==> src/design/temporal_earliest_arrival_defines.svh <==
// ----------------------------------------------------------------------------
// temporal earliest arrival assertion macros
// concurrent assertion wrappers, empty under synthesis
// ----------------------------------------------------------------------------
`ifndef TEMPORAL_EARLIEST_ARRIVAL_DEFINES_SVH
`define TEMPORAL_EARLIEST_ARRIVAL_DEFINES_SVH
`ifndef SYNTHESIS
`define TEA_ASSERT(lbl, clk, rst, prop, msg) \
   lbl: assert property (@(posedge clk) disable iff (rst) (prop)) else $error(msg);
`define TEA_NEVER(lbl, clk, rst, expr, msg) \
   lbl: assert property (@(posedge clk) disable iff (rst) !(expr)) else $error(msg);
`else
`define TEA_ASSERT(lbl, clk, rst, prop, msg)
`define TEA_NEVER(lbl, clk, rst, expr, msg)
`endif
`endif

==> src/design/tea_pkg.sv <==
// ----------------------------------------------------------------------------
// tea_pkg
// shared types and constants of the temporal earliest arrival block
// ----------------------------------------------------------------------------
package tea_pkg;

   localparam int VTX_W      = 10;
   localparam int TIME_W     = 31;
   localparam int END_W      = 32;
   localparam int MODE_W     = 2;
   localparam int EPOCH_W    = 8;
   localparam int CSR_ADDR_W = 4;
   localparam int CSR_DATA_W = 32;

   localparam logic [MODE_W-1:0] MODE_EDGE    = 2'd0;
   localparam logic [MODE_W-1:0] MODE_QUERY   = 2'd1;
   localparam logic [MODE_W-1:0] MODE_RESTART = 2'd2;

   localparam logic [1:0] REG_SOURCE_VERTEX = 2'd0;
   localparam logic [1:0] REG_WINDOW_START  = 2'd1;
   localparam logic [1:0] REG_WINDOW_END    = 2'd2;

   localparam logic [TIME_W-1:0] WINDOW_END_RESET = 31'h7fff_ffff;

   localparam logic [EPOCH_W-1:0] EPOCH_NONE  = 8'd0;
   localparam logic [EPOCH_W-1:0] EPOCH_FIRST = 8'd1;
   localparam logic [EPOCH_W-1:0] EPOCH_LAST  = 8'hff;

   typedef enum logic {
      ST_CLEAR,
      ST_RUN
   } state_type;

   typedef struct packed {
      logic [VTX_W-1:0]  source_vertex;
      logic [TIME_W-1:0] window_start;
      logic [TIME_W-1:0] window_end;
   } cfg_type;

   typedef struct packed {
      logic [EPOCH_W-1:0] epoch;
      logic [TIME_W-1:0]  arrival;
   } entry_type;

endpackage

==> src/design/tea_csr.sv <==
// ----------------------------------------------------------------------------
// tea_csr
// apb register file: source vertex, window start, window end
// ----------------------------------------------------------------------------
module tea_csr (
   input  logic                             clock,
   input  logic                             reset,
   input  logic                             psel,
   input  logic                             penable,
   input  logic                             pwrite,
   input  logic [tea_pkg::CSR_ADDR_W-1:0]   paddr,
   input  logic [tea_pkg::CSR_DATA_W-1:0]   pwdata,
   output logic [tea_pkg::CSR_DATA_W-1:0]   prdata,
   output logic                             pready,
   output tea_pkg::cfg_type                 cfg
);

   logic [tea_pkg::VTX_W-1:0]  source_ff;
   logic [tea_pkg::TIME_W-1:0] start_ff;
   logic [tea_pkg::TIME_W-1:0] end_ff;
   logic                       wr_en;

   assign pready = 1'b1;
   assign wr_en  = psel & penable & pwrite & pready;

   always_ff @(posedge clock) begin
      if (reset) begin
         source_ff <= '0;
         start_ff  <= '0;
         end_ff    <= tea_pkg::WINDOW_END_RESET;
      end else if (wr_en) begin
         case (paddr[3:2])
            tea_pkg::REG_SOURCE_VERTEX: source_ff <= pwdata[tea_pkg::VTX_W-1:0];
            tea_pkg::REG_WINDOW_START:  start_ff  <= pwdata[tea_pkg::TIME_W-1:0];
            tea_pkg::REG_WINDOW_END:    end_ff    <= pwdata[tea_pkg::TIME_W-1:0];
            default: ;
         endcase
      end
   end

   always_comb begin
      case (paddr[3:2])
         tea_pkg::REG_SOURCE_VERTEX: prdata = 32'(source_ff);
         tea_pkg::REG_WINDOW_START:  prdata = 32'(start_ff);
         tea_pkg::REG_WINDOW_END:    prdata = 32'(end_ff);
         default:                    prdata = '0;
      endcase
   end

   assign cfg.source_vertex = source_ff;
   assign cfg.window_start  = start_ff;
   assign cfg.window_end    = end_ff;

endmodule

==> config.mk <==
export PLATFORM = sky130hd
export DESIGN_NAME = tea_csr
export DESIGN_NICKNAME = d
export VERILOG_FILES = /design/src/design/temporal_earliest_arrival_defines.svh /design/src/design/tea_pkg.sv /design/src/design/tea_csr.sv
export SDC_FILE = /design/constraint.sdc
export NUM_CORES = 1
export LEC_CHECK = 0
export BUFFER_PORTS_ARGS = -buffer_cell sky130_fd_sc_hd__buf_2
export CELL_PAD_IN_SITES_DETAIL_PLACEMENT = 1
export CELL_PAD_IN_SITES_GLOBAL_PLACEMENT = 1
export CORE_ASPECT_RATIO = 1.2
export CORE_UTILIZATION = 37
export CTS_CLUSTER_DIAMETER = 60
export DETAILED_ROUTE_END_ITERATION = 8
export PLACE_DENSITY_LB_ADDON = 0.1
export SYNTH_ARGS = -nofsm -noshare
export SYNTH_HDL_FRONTEND = slang
export SYNTH_SLANG_ARGS = --single-unit
==> constraint.sdc <==
create_clock -name clock -period 3 [get_ports clock]
set_input_delay 0.45 -clock clock [delete_from_list [all_inputs] [get_ports clock]]
set_output_delay 0.45 -clock clock [all_outputs]
set_load 0.02 [all_outputs]
==> metrics.sh <==
SYN_AVG_CELL_AREA_UM2=9.33
NFILLCELLS=1112
LAYOUT_CELL_SHARE_WITH_DRIVE_STRENGTH_BEYOND_1_PCT=33.1
FINCLKSKEW_NS=0
SYNTH.YOSYS.SEQ_AREA_SHARE_PCT=41.8
MULTI_INPUT_COMB_AREA_UM2=1830
DIE_X_UM=90.2
TIMING.MAX_SLEW.REL_SLACK_PCT=29.3
POSTSYNTHREGISTERBITS=72
TIMING.RR.END='end_ff[0]$_SDFFE_PP1P_'
SYN_TO_FINAL_GROWTH_PCT=28.3
GRT.TOTAL_USAGE_PCT=18.8
PORTBUFFERS=140
YS.WARNINGS.COUNT=0
GRT_PASS1_VIAS=2967
FIN_CRIT_SH_PCT=77.5
VIA_COUNT=3009
RRSETUPSLACK_NS=2.32
CELLPOWERDENSITY_nW_PER_UM2=476
HOLD_END='start_ff[15]$_SDFFE_PP0P_'
TOTAL_LEAKAGE_POWER_nW=1.96
DRTANTENNAVIOLNETS=0
SEQCELLAREA_UM2=1440
OUTCOME='complete, no violations'
CP.ARRIVAL_NS=1.87
CTS_TREE='done'
CTS.HTREE.LEVELS=3
SYNTH_NETS=411
TOP_LEVEL_PORTS=146
GRT_PASS1_WL_MM=14.5
GRT_MAX_DEGREE=135
SEQPWRFRAC_PCT=46.4
CLOCK_POWER_SHARE_PCT=41.7
NUMBER_OF_OPTIMIZATION_ITERATIONS_IN_THE_FIRST_DETAILED_ROUTE_PASS=4
CP.REQUIRED_NS=2.55
WL_PER_CELL_UM=14.6
HOLD_PATH_STARTPOINT='pwdata[15]'
SETUP_TOTAL_NEGATIVE_SLACK_NS=0
FIN_CRIT_NS=2.32
SYNTH_EDF_COUNT=0
WORSTPATHMAXFANOUT=15
CTSROOTBUFFERMASTER='clkbuf_8'
CTS_MAX_PATH_BUFFERS=2
DRT-VIAS-PER-INSTANCE=4.86
MAX-VDD-IR-DROP_uV=242
HOLD_PATH_CLASS='in -> reg'
COMB_POWER_SHARE_PCT=11.9
WORSTSETUPSTARTPOINTTYPE='input port'
CORE_REGION_AREA_UM2=9030
POST-PLACE-WS_NS=0.599
TIGHTESTPINTRANSITION_NS=1.06
NUMCTSBUFFERS=9
CLKSLEWWORSTSETUPHOLDPATHS_NS=0.08
MAPPEDNETLISTAREA_UM2=3450
CLOCK_LATENCY_NS=0.33
INITIALDRTVIOLATIONCOUNT=74
SWSHARE_PCT=24.7
FINAL.SETUP.WORST_SLACK_NS=0.676
UNREPAIRED_SETUP_ENDPOINTS_AFTER_GLOBAL_ROUTING='false'
R2R_CELLS=2
INTERNAL_POWER_mW=1.59
SYNTH_CELL_TYPES=16
DIE_H_UM=108
WORST_SETUP_PATH_END_KIND='output pin'
ROUTABILITYCONGESTION=0.756
PLACE_HPWL_MM=6.36
DETAIL_ROUTE.DRC_VIOLATIONS=0
SYNTH_AREA_LEADER_CELL='dfxtp_1'
WHS_PATH_DEPTH=3
CTSRESIZECOUNT=0
CORE.ROWCOUNT=38
NUM-NETS-FINAL=535
SYNTH.TOP_CELLS.BY_COUNT='mux2i_1, dfxtp_1, nand2b_1'
GRT_ANTENNA_BEFORE_REPAIR=0
YS_ASYNC_SR_FRACTION_PCT=0
HOLD_VIOLATIONS=0
MAX_CAP_VIOL_COUNT=0
YOSYSTOPAREACELLSHARE_PCT=41.8
INITIAL_CORE_UTIL_PCT=38.2
SLEW_LIMIT_FAILS=0
CTS.HOLD.BUFFERS_ADDED=0
FMAX_GHz=0.430
WORSTREG2REGSTART='end_ff[0]$_SDFFE_PP1P_'
POST-PLACE-CELLS=603
DIE_FOOTPRINT_UM2=9720
SYNTHTOPCELLSBYAREA='dfxtp_1, mux2i_1, nand2b_1'
SETUP_VIOLATIONS_FINAL=0
COUNT_LEADER_SYNTH='mux2i_1'
INSERTEDDIODECOUNT=0
CLOCK-SINKS=72
TIMING_WORST_SETUP_PATH_TYPE='in -> out'
SYNTH_FF_TYPE='dfxtp_1'
POSTROUTEWIRELENGTH_MM=9.03
NETSWITCHINGPOWER_mW=0.521
NUMBER_OF_BUFFERS_ADDED_FOR_SETUP_AFTER_CTS=0
SYNTHESIS.INSTANCES=370
STDCELL_COUNT=619
GLOBAL_ROUTE.OVERFLOW_TOTAL=0
==> how the worst max path moves through the flow <==
stage | from | endpoint | cells after the start
after global placement | paddr[2] | prdata[19] | 5
after CTS | paddr[2] | prdata[22] | 5
after global routing | paddr[2] | prdata[16] | 5
final | paddr[2] | prdata[16] | 5
after detailed placement | paddr[2] | start_ff[4]$_SDFFE_PP0P_ | 5
after floorplan | paddr[2] | prdata[0] | 3
==> layer usage <==
| layer | routed length [µm] | part of all wire [%] | global-route usage, % | vias up |
|---|---|---|---|---|
| met2 | 4700 | 52 | 34.6 | 84 |
| met4 | 81 | 0.90 | 6.80 | 0 |
| met5 | 0 | 0 | 0 | - |
| met1 | 3840 | 43 | 21.8 | 1444 |
| met3 | 409 | 4.5 | 3.39 | 5 |
| li1 | - | - | - | 1476 |
==> area by class of cell <==
cell class	count	area share, %
repair buffers	146	17.5
multi-input cells	265	41.4
clock buffers	12	3.50
clock inverters	4	1.72
well taps	120	3.39
flip-flops and latches	72	32.6
==> cells in the final DEF, fill, tap and decap left out, drive strengths merged <==
cell	Yosys	layout
a22o	21	21
buf	14	146
nand2	10	10
nor2b	2	2
o21ai	10	10
clkinvlp	0	1
nand4	1	1
mux2i	82	82
bufinv	0	2
nand2b	72	72
clkinv	0	1
dfxtp	72	72
nor2	63	63
clkbuf	19	12
conb	2	2
and4	2	2
==> metrics by stage <==
step           total power [mW]  hold slack, ns  area, µm²  utilization, %
2_1_floorplan              1.17           0.557       3450               -
3_3_place_gp               1.25           0.474       4200            46.4
3_5_place_dp               1.26           0.483       4200            46.4
4_1_cts                    2.13           0.364       4430            49.0
5_1_grt                    2.20           0.367       4430            49.0
6_report                   2.11           0.376       4430            49.0
==> cells by family (layout without fill, tap and decap cells) <==
group / after synthesis / count (layout) / synth area share (%)
buffers and inverters: 33 / 162 / 5.33
AO/OA/AOI/OAI: 31 / 31 / 6.78
other: 2 / 2 / 0.218
AND/OR/NAND/NOR: 150 / 150 / 22.1
flip-flops: 72 / 72 / 41.8
multiplexers: 82 / 82 / 23.8
==> power by group through the flow <==
stage               Combinational, mW  Clock, mW  Sequential (mW)
floorplan                       0.152          0             1.01
global placement                0.250          0             1.00
detailed placement              0.255          0             1.00
CTS                             0.255      0.898            0.978
global route                    0.274      0.948            0.979
finish                          0.251      0.878            0.978
==> flip-flops by register name, summed over array words and instances (netlist names) <==
signal	count
source_ff	10
end_ff	31
start_ff	31
==> worst max-delay path, stage by stage <==
cell and delay [ns]:
buf_2 0.34, nor2b_2 0.45, buf_4 0.29, a22o_1 0.17
buf_2 0.16
(Power assumes the default switching activity.)
