--- src/design/temporal_earliest_arrival_defines.svh ---
// ----------------------------------------------------------------------------
// temporal earliest arrival assertion macros
// concurrent assertion wrappers, empty under synthesis
// ----------------------------------------------------------------------------
`ifndef TEMPORAL_EARLIEST_ARRIVAL_DEFINES_SVH
`define TEMPORAL_EARLIEST_ARRIVAL_DEFINES_SVH
`ifndef SYNTHESIS
`define TEA_ASSERT(lbl, clk, rst, prop, msg) \
   lbl: assert property (@(posedge clk) disable iff (rst) (prop)) else $error(msg);
`define TEA_NEVER(lbl, clk, rst, expr, msg) \
   lbl: assert property (@(posedge clk) disable iff (rst) !(expr)) else $error(msg);
`else
`define TEA_ASSERT(lbl, clk, rst, prop, msg)
`define TEA_NEVER(lbl, clk, rst, expr, msg)
`endif
`endif

--- src/design/tea_ram.sv ---
// ----------------------------------------------------------------------------
// tea_ram
// generic ram, one write port, two registered read ports, old data on collision
// ----------------------------------------------------------------------------
module tea_ram #(
   parameter int WIDTH = 8,
   parameter int DEPTH = 16
) (
   input  logic                     clock,
   input  logic                     we,
   input  logic [$clog2(DEPTH)-1:0] waddr,
   input  logic [WIDTH-1:0]         wdata,
   input  logic                     re_a,
   input  logic [$clog2(DEPTH)-1:0] raddr_a,
   output logic [WIDTH-1:0]         rdata_a,
   input  logic                     re_b,
   input  logic [$clog2(DEPTH)-1:0] raddr_b,
   output logic [WIDTH-1:0]         rdata_b
);

   logic [WIDTH-1:0] mem_ff [DEPTH];
   logic [WIDTH-1:0] rdata_a_ff;
   logic [WIDTH-1:0] rdata_b_ff;

   always_ff @(posedge clock) begin
      if (we) begin
         mem_ff[waddr] <= wdata;
      end
      if (re_a) begin
         rdata_a_ff <= mem_ff[raddr_a];
      end
      if (re_b) begin
         rdata_b_ff <= mem_ff[raddr_b];
      end
   end

   assign rdata_a = rdata_a_ff;
   assign rdata_b = rdata_b_ff;

endmodule

--- config.mk ---
export PLATFORM = sky130hd
export DESIGN_NAME = tea_ram
export DESIGN_NICKNAME = d
export VERILOG_FILES = /design/src/design/temporal_earliest_arrival_defines.svh /design/src/design/tea_ram.sv
export SDC_FILE = /design/constraint.sdc
export NUM_CORES = 1
export LEC_CHECK = 0
export BUFFER_PORTS_ARGS = -buffer_cell sky130_fd_sc_hd__buf_4
export CAP_MARGIN = 20
export CORE_MARGIN = 2
export CORE_UTILIZATION = 65
export DETAILED_ROUTE_END_ITERATION = 10
export GPL_TIMING_DRIVEN = 1
export PLACE_DENSITY = 0.95
export SLEW_MARGIN = 25
export SYNTH_ARGS = -nofsm -noshare
export SYNTH_HDL_FRONTEND = slang
export SYNTH_SLANG_ARGS = --single-unit
--- constraint.sdc ---
create_clock -name clock -period 3.05 [get_ports clock]
set_input_delay 0.61 -clock clock [delete_from_list [all_inputs] [get_ports clock]]
set_output_delay 0.61 -clock clock [all_outputs]
set_load 0.03 [all_outputs]
==> results_dict.tcl, run 1 <==
set metrics [dict create \
    start_kind "primary input" \
    cts.sinks 144 \
    clockRootBuffer "clkbuf_8" \
    htree_levels 4 \
    fin_crit_ps 1930 \
    post-synth-top-area-fraction_pct 66.5 \
    antenna_found_initial 0 \
    wl_per_cell_um 31.5 \
    nets 384 \
    grt.total_usage_pct 31.5 \
    globalplace.congestion 0.869 \
    r2r_setup_slack_ps 1380 \
    cts_tree "yes" \
    grt_pass1_vias 3855 \
    grt_overflow_total 0 \
    cp-end-kind "register" \
    p_int_uw 3650 \
    ys_ff_latch 144 \
    synthSimpleGateAreaFrac_pct 3.35 \
    cp_slowest_cell "mux4_1" \
    synthesis.nets 331 \
    grtUsageMet1_pct 42.0 \
    critical_path.max_stage_delay_ps 580 \
    drive_above_1_share_pct 31.9 \
    ctsHoldBuffers 0 \
    top_usage_layer "met2" \
    multi_input_area_mm2 0.00201 \
    cp.required_ps 3330 \
    worst-path-buf-inv 2 \
    antenna_left 0 \
    clock_skew_ps 5.69 \
    max_slew_margin_pct 34.2 \
    async_reset_ff_share_pct 0 \
    r2r_end "rdata_a[0]" \
    outcome "finished, final reports clean" \
    synthCells 307 \
    swShare_pct 22.0 \
    vias 3789 \
    io_buffer_count 39 \
    setup_ws_ps 1120 \
    viasPerCell 7.49 \
    r2r_cells 3 \
    synthAdderAreaFrac_pct 0 \
    cp.arrival_ps 2210 \
    grt_max_degree 33 \
    muxShareOfSynthArea_pct 23.8 \
    worstPathCellList "buf_4 > buf_4 > mux4_1 > a22oi_1 > nand2_1" \
    io-pin-count 40 \
    synth_area_leaders "edfxtp_1, mux4_2, mux4_1" \
    p_comb_share_pct 8.0 \
    dieHeight_um 104 \
    synth_warnings 0 \
    period_share_pct 63.2 \
    whs_path_depth 1 \
    finalSetupViolCount 0 \
    p_leak_uw 0.00256 \
    rows 36 \
    seqPwrFrac_pct 48.5 \
    worstHoldPathType "primary input to register" \
    path_clk_slew_ps 60 \
    coreArea_mm2 0.00973 \
    synth_edf_count 144 \
    ys_dominant_reg_cell "edfxtp_1" \
    crit_fanout 28 \
    die_x_um 104 \
    firstDrtPassIters 5 \
    crit_family "buffers and inverters" \
    yosysTopAreaCell "edfxtp_1" \
    drcViolationCount 0 \
    dp_slack_ps 571 \
    yosysUniqueCellTypes 19 \
    p_sw_uw 1030 \
    maxCapViolCount 0 \
    routed_wl_um 15900 \
    cts_setup_buffers 0 \
    synthXorXnorAreaFrac_pct 0 \
    netlist_area_mm2 0.00651 \
    initial_core_util_pct 66.9 \
    insertion_delay_ps 540 \
    cp_common_cell "buf_4" \
    clk_path_buf_depth 2 \
    power_density_mw_per_mm2 624 \
    dp_hpwl_um 9450 \
    ys_seq_area_share_pct 66.5 \
    synth-compound-area-share_pct 3.69 \
    max_slew.worst_pin.slew_ps 984 \
    drt_iter0_markers 555 \
    finalSetupTns_ps 0 \
    synth_top_family_by_area "multiplexers" \
    hp-start "wdata[5]" \
    timing.fmax_mhz 519 \
    rsz0062_at_grt "no" \
    peakVddDrop_v 0.000449 \
    clockPowerShare_pct 43.5 \
    crit_start "raddr_b[0]" \
    cts_buffers 17 \
    yosysMostFrequentCell "edfxtp_1" \
    ff_latch_area_mm2 0.00432 \
    use_met2_pct 49.7 \
    syn_area_per_cell_um2 21.2 \
    reg2reg_from "mem_ff[3][0]" \
    syn2layout_area_growth_pct 15.1 \
    finalHoldViolCount 0 \
    gr-usage-met3_pct 7.46 \
    path_class "primary input to register" \
    postCtsResizedCells 0 \
    die_area_mm2 0.0108 \
    insertedDiodeCount 0 \
    synthTopCellsByCount "edfxtp_1, mux4_2, a22oi_1" \
    n_fill_cell 494 \
    drv_slew 0 \
    grt_pass1_wl_um 23900 \
    min_to "mem_ff[15][5]" \
]
## flip-flops by register name (all words and copies together), names as in the netlist
| signal | flops |
|---|---|
| rdata_b | 8 |
| rdata_a | 8 |
| mem_ff | 128 |
## logic make-up (layout without fill, tap and decap cells)
family                 after synthesis  count (layout)
AO/OA/AOI/OAI                       32              32
flip-flops                         144             144
buffers and inverters               20              86
multiplexers                        64              64
AND/OR/NAND/NOR                     47              47
## worst max-delay path by stage
stage / end / slack, ps / cells past startpoint
floorplan: mem_ff[0][0] / 950 / 2
global placement: rdata_a[0] / 620 / 4
CTS: rdata_b[2] / 1110 / 5
finish: rdata_b[2] / 1120 / 5
detailed placement: rdata_b[2] / 570 / 5
global route: rdata_b[2] / 1020 / 5
## final cells by class
class                      instances  area share, %
clock buffer                      19           5.63
clock inverter                    13           2.17
multi-input combinational        143           26.8
sequential                       144           57.7
tap                              133           2.22
timing repair buffer              54           5.41
## power by group through the flow
stage          clock network [uW]  logic, uW  registers, uW
3_5_place_dp                    0        364           2310
3_3_place_gp                    0        352           2300
4_1_cts                      2040        371           2270
2_1_floorplan                   0        200           2330
6_report                     2030        376           2270
5_1_grt                      2110        392           2270
## worst register-to-register path, delay by kind of cell, from the launching register on
kind	cells	cell delay [ps]
multiplexers	1	610
flip-flops	1	400
AO/OA/AOI/OAI	1	310
AND/OR/NAND/NOR	1	100
## metal layers
layer  up-vias  part of all wire (%)
li1       1466                     -
met1      1892                    33
met2       375                    51
met3        56                    12
met4         0                   3.8
met5         -                     0
## layout by cell type, fill, tap and decap left out
| cell | netlist | final |
|---|---|---|
| and2b_1 | 2 | 2 |
| clkinvlp_4 | 0 | 4 |
| clkinv_1 | 0 | 2 |
| or3b_2 | 1 | 1 |
| nand3_1 | 1 | 1 |
| nor2_1 | 14 | 14 |
| bufinv_16 | 0 | 3 |
| mux4_2 | 34 | 34 |
| inv_6 | 0 | 2 |
| clkinv_4 | 0 | 2 |
| buf_4 | 2 | 54 |
| edfxtp_1 | 144 | 144 |
| and2_1 | 2 | 2 |
| nand2_1 | 17 | 17 |
| clkbuf_1 | 0 | 2 |
| nor3_1 | 4 | 4 |
| nand2b_1 | 2 | 2 |
| clkbuf_8 | 0 | 1 |
| mux4_1 | 28 | 28 |
| nand3b_1 | 2 | 2 |
| clkbuf_16 | 0 | 16 |
| nor2b_1 | 2 | 2 |
| a22oi_1 | 32 | 32 |
| mux4_4 | 2 | 2 |
## stage by stage
stage | utilization, % | cell area (um2) | total power, uW | instances | hold WS (ps)
final | 77.0 | 7490 | 4680 | 506 | 385
after global routing | 77.0 | 7490 | 4780 | 506 | 368
after CTS | 77.0 | 7490 | 4680 | 506 | 357
after floorplan | - | 6510 | 2530 | 307 | 709
after global placement | 71.0 | 6910 | 2650 | 474 | 753
after detailed placement | 71.0 | 6910 | 2670 | 474 | 766
No activity file was read; power rests on OpenSTA's default activity.
==> run 2, diff against run 1 <==
- CORE_UTILIZATION: 65 -> 60
- PLACE_DENSITY: 0.95 -> 0.91
- clock period: 3.05 -> 1.8 ns (I/O delays scaled with it)
==> run 2 against run 1 <==
Compared with the run above:
- global-route usage fell by 0.13 points
- clock skew rose by 3.4 ps
- design area rose by 3.9%
- wire length rose by 5.3%
- die area rose by 8.0%
- first-iteration DRC count fell by 19%
- clock-buffer cell count fell by 2
- combinational power rose by 93%
- cell count rose by 7.5%
- critical path depth fell by 2
- critical path type is now register to register
- sequential share of layout area fell by 2.1 points
==> results_dict.tcl, run 2 (synthesized netlist as in run 1, its figures left out) <==
set metrics [dict create \
    clockRootBuffer "clkbuf_8" \
    drive_above_1_share_pct 37.9 \
    peakVddDrop_v 0.000730 \
    p_leak_uw 0.00273 \
    timing.fmax_mhz 576 \
    power_uw 7660 \
    swShare_pct 23.9 \
    htree_levels 4 \
    ff_latch_area_mm2 0.00432 \
    regMostFlops "mem_ff" \
    cts.sinks 144 \
    coreArea_mm2 0.0107 \
    p_int_uw 5830 \
    wl_per_cell_um 30.8 \
    grt_pass1_vias 3918 \
    final_common_cell "edfxtp_1" \
    finalHoldViolCount 0 \
    routed_wl_um 16800 \
    crit_fanout 2 \
    cp-end-kind "register" \
    mostFrequentLayoutCells "edfxtp_1, buf_4, mux4_2" \
    viasPerCell 7.07 \
    outcome "finished, final reports clean" \
    rows 38 \
    vias 3846 \
    rsz0062_at_grt "no" \
    firstDrtPassIters 5 \
    globalplace.congestion 0.832 \
    cts_buffers 17 \
    path_class "register to register" \
    drv_slew 0 \
    grt.total_usage_pct 31.3 \
    critical_path.max_stage_delay_ps 570 \
    grt_overflow_total 0 \
    path_clk_slew_ps 60 \
    syn2layout_area_growth_pct 19.6 \
    start_kind "register" \
    finalSetupViolCount 0 \
    clock_skew_ps 9.13 \
    grt_max_degree 20 \
    antenna_found_initial 0 \
    placed_cells 512 \
    stdcell_area_mm2 0.00778 \
    finalSetupTns_ps 0 \
    nets 415 \
    p_sw_uw 1830 \
    period_share_pct 96.5 \
    dpl_cell_area_mm2 0.00725 \
    seqPwrFrac_pct 50.2 \
    dp_slack_ps -173 \
    clk_path_buf_depth 2 \
    drcViolationCount 0 \
    cp.arrival_ps 2000 \
    dp_hpwl_um 10600 \
    ctsHoldBuffers 0 \
    io-pin-count 40 \
    setup_ws_ps 62.6 \
    die_area_mm2 0.0117 \
    max_slew.worst_pin.slew_ps 462 \
    die_x_um 108 \
    cp.required_ps 2060 \
    largest_reg_flops 128 \
    crit_family "multiplexers" \
    final_cells 544 \
    insertion_delay_ps 540 \
    p_comb_share_pct 9.5 \
    clockPowerShare_pct 40.4 \
    cp_slowest_cell "mux4_1" \
    worstHoldPathType "primary input to register" \
    power_density_mw_per_mm2 985 \
    antenna_left 0 \
    postCtsResizedCells 0 \
    insertedDiodeCount 0 \
    initial_core_util_pct 60.8 \
    io_buffer_count 39 \
    worstPathCellList "mux4_1 > a22oi_1 > nand2_1" \
    maxCapViolCount 0 \
    dieHeight_um 108 \
    multi_input_area_mm2 0.00201 \
    grt_pass1_wl_um 24700 \
    cts_setup_buffers 0 \
    max_slew_margin_pct 69.2 \
    fin_crit_ps 1740 \
    cts_tree "yes" \
    n_fill_cell 577 \
    drt_iter0_markers 447 \
    worst-path-buf-inv 0 \
]
[run 2: changes by cell type in the layout (fill, tap and decap cells not counted), sizes merged]
cell and delta:
clkbuf -2, bufinv -3, inv +1, buf +31, clkinv +4
[run 2: cell type report]
type | count | area share (%)
sequential | 144 | 55.6
timing repair buffer | 85 | 9.49
tap | 140 | 2.25
clock inverter | 15 | 1.45
multi-input combinational | 143 | 25.9
clock buffer | 17 | 5.32
[run 2: path summary, 6_finish.rpt]
| check | startpoint | end | slack, ps | cells after the start |
|---|---|---|---|---|
| max | mem_ff[1][6] | rdata_a[6] | 60 | 3 |
| max reg2reg | mem_ff[1][6] | rdata_a[6] | 60 | 3 |
| min reg2reg | mem_ff[15][0] | rdata_b[0] | 780 | 3 |
| min | wdata[1] | mem_ff[8][1] | 130 | 1 |
[run 2: metal layers]
metal / part of all wire (%) / GRT usage, % / up-vias
li1: - / - / 1538
met1: 33 / 38.7 / 1919
met2: 51 / 51.3 / 327
met3: 11 / 9.10 / 62
met4: 4.7 / 15.4 / 0
met5: 0 / 0 / -
[run 2: power groups by stage]
stage | clock network, uW | registers, uW | logic [uW]
after floorplan | 0 | 3950 | 339
after global placement | 0 | 3900 | 680
after detailed placement | 0 | 3910 | 704
after CTS | 3130 | 3840 | 718
after global routing | 3280 | 3850 | 757
final | 3090 | 3840 | 725
[run 2: metrics by stage]
step / util (%) / hold WS, ps
floorplan: - / 459
global route: 72.7 / 119
global placement: 67.8 / 664
CTS: 72.7 / 109
finish: 72.7 / 132
detailed placement: 67.8 / 679
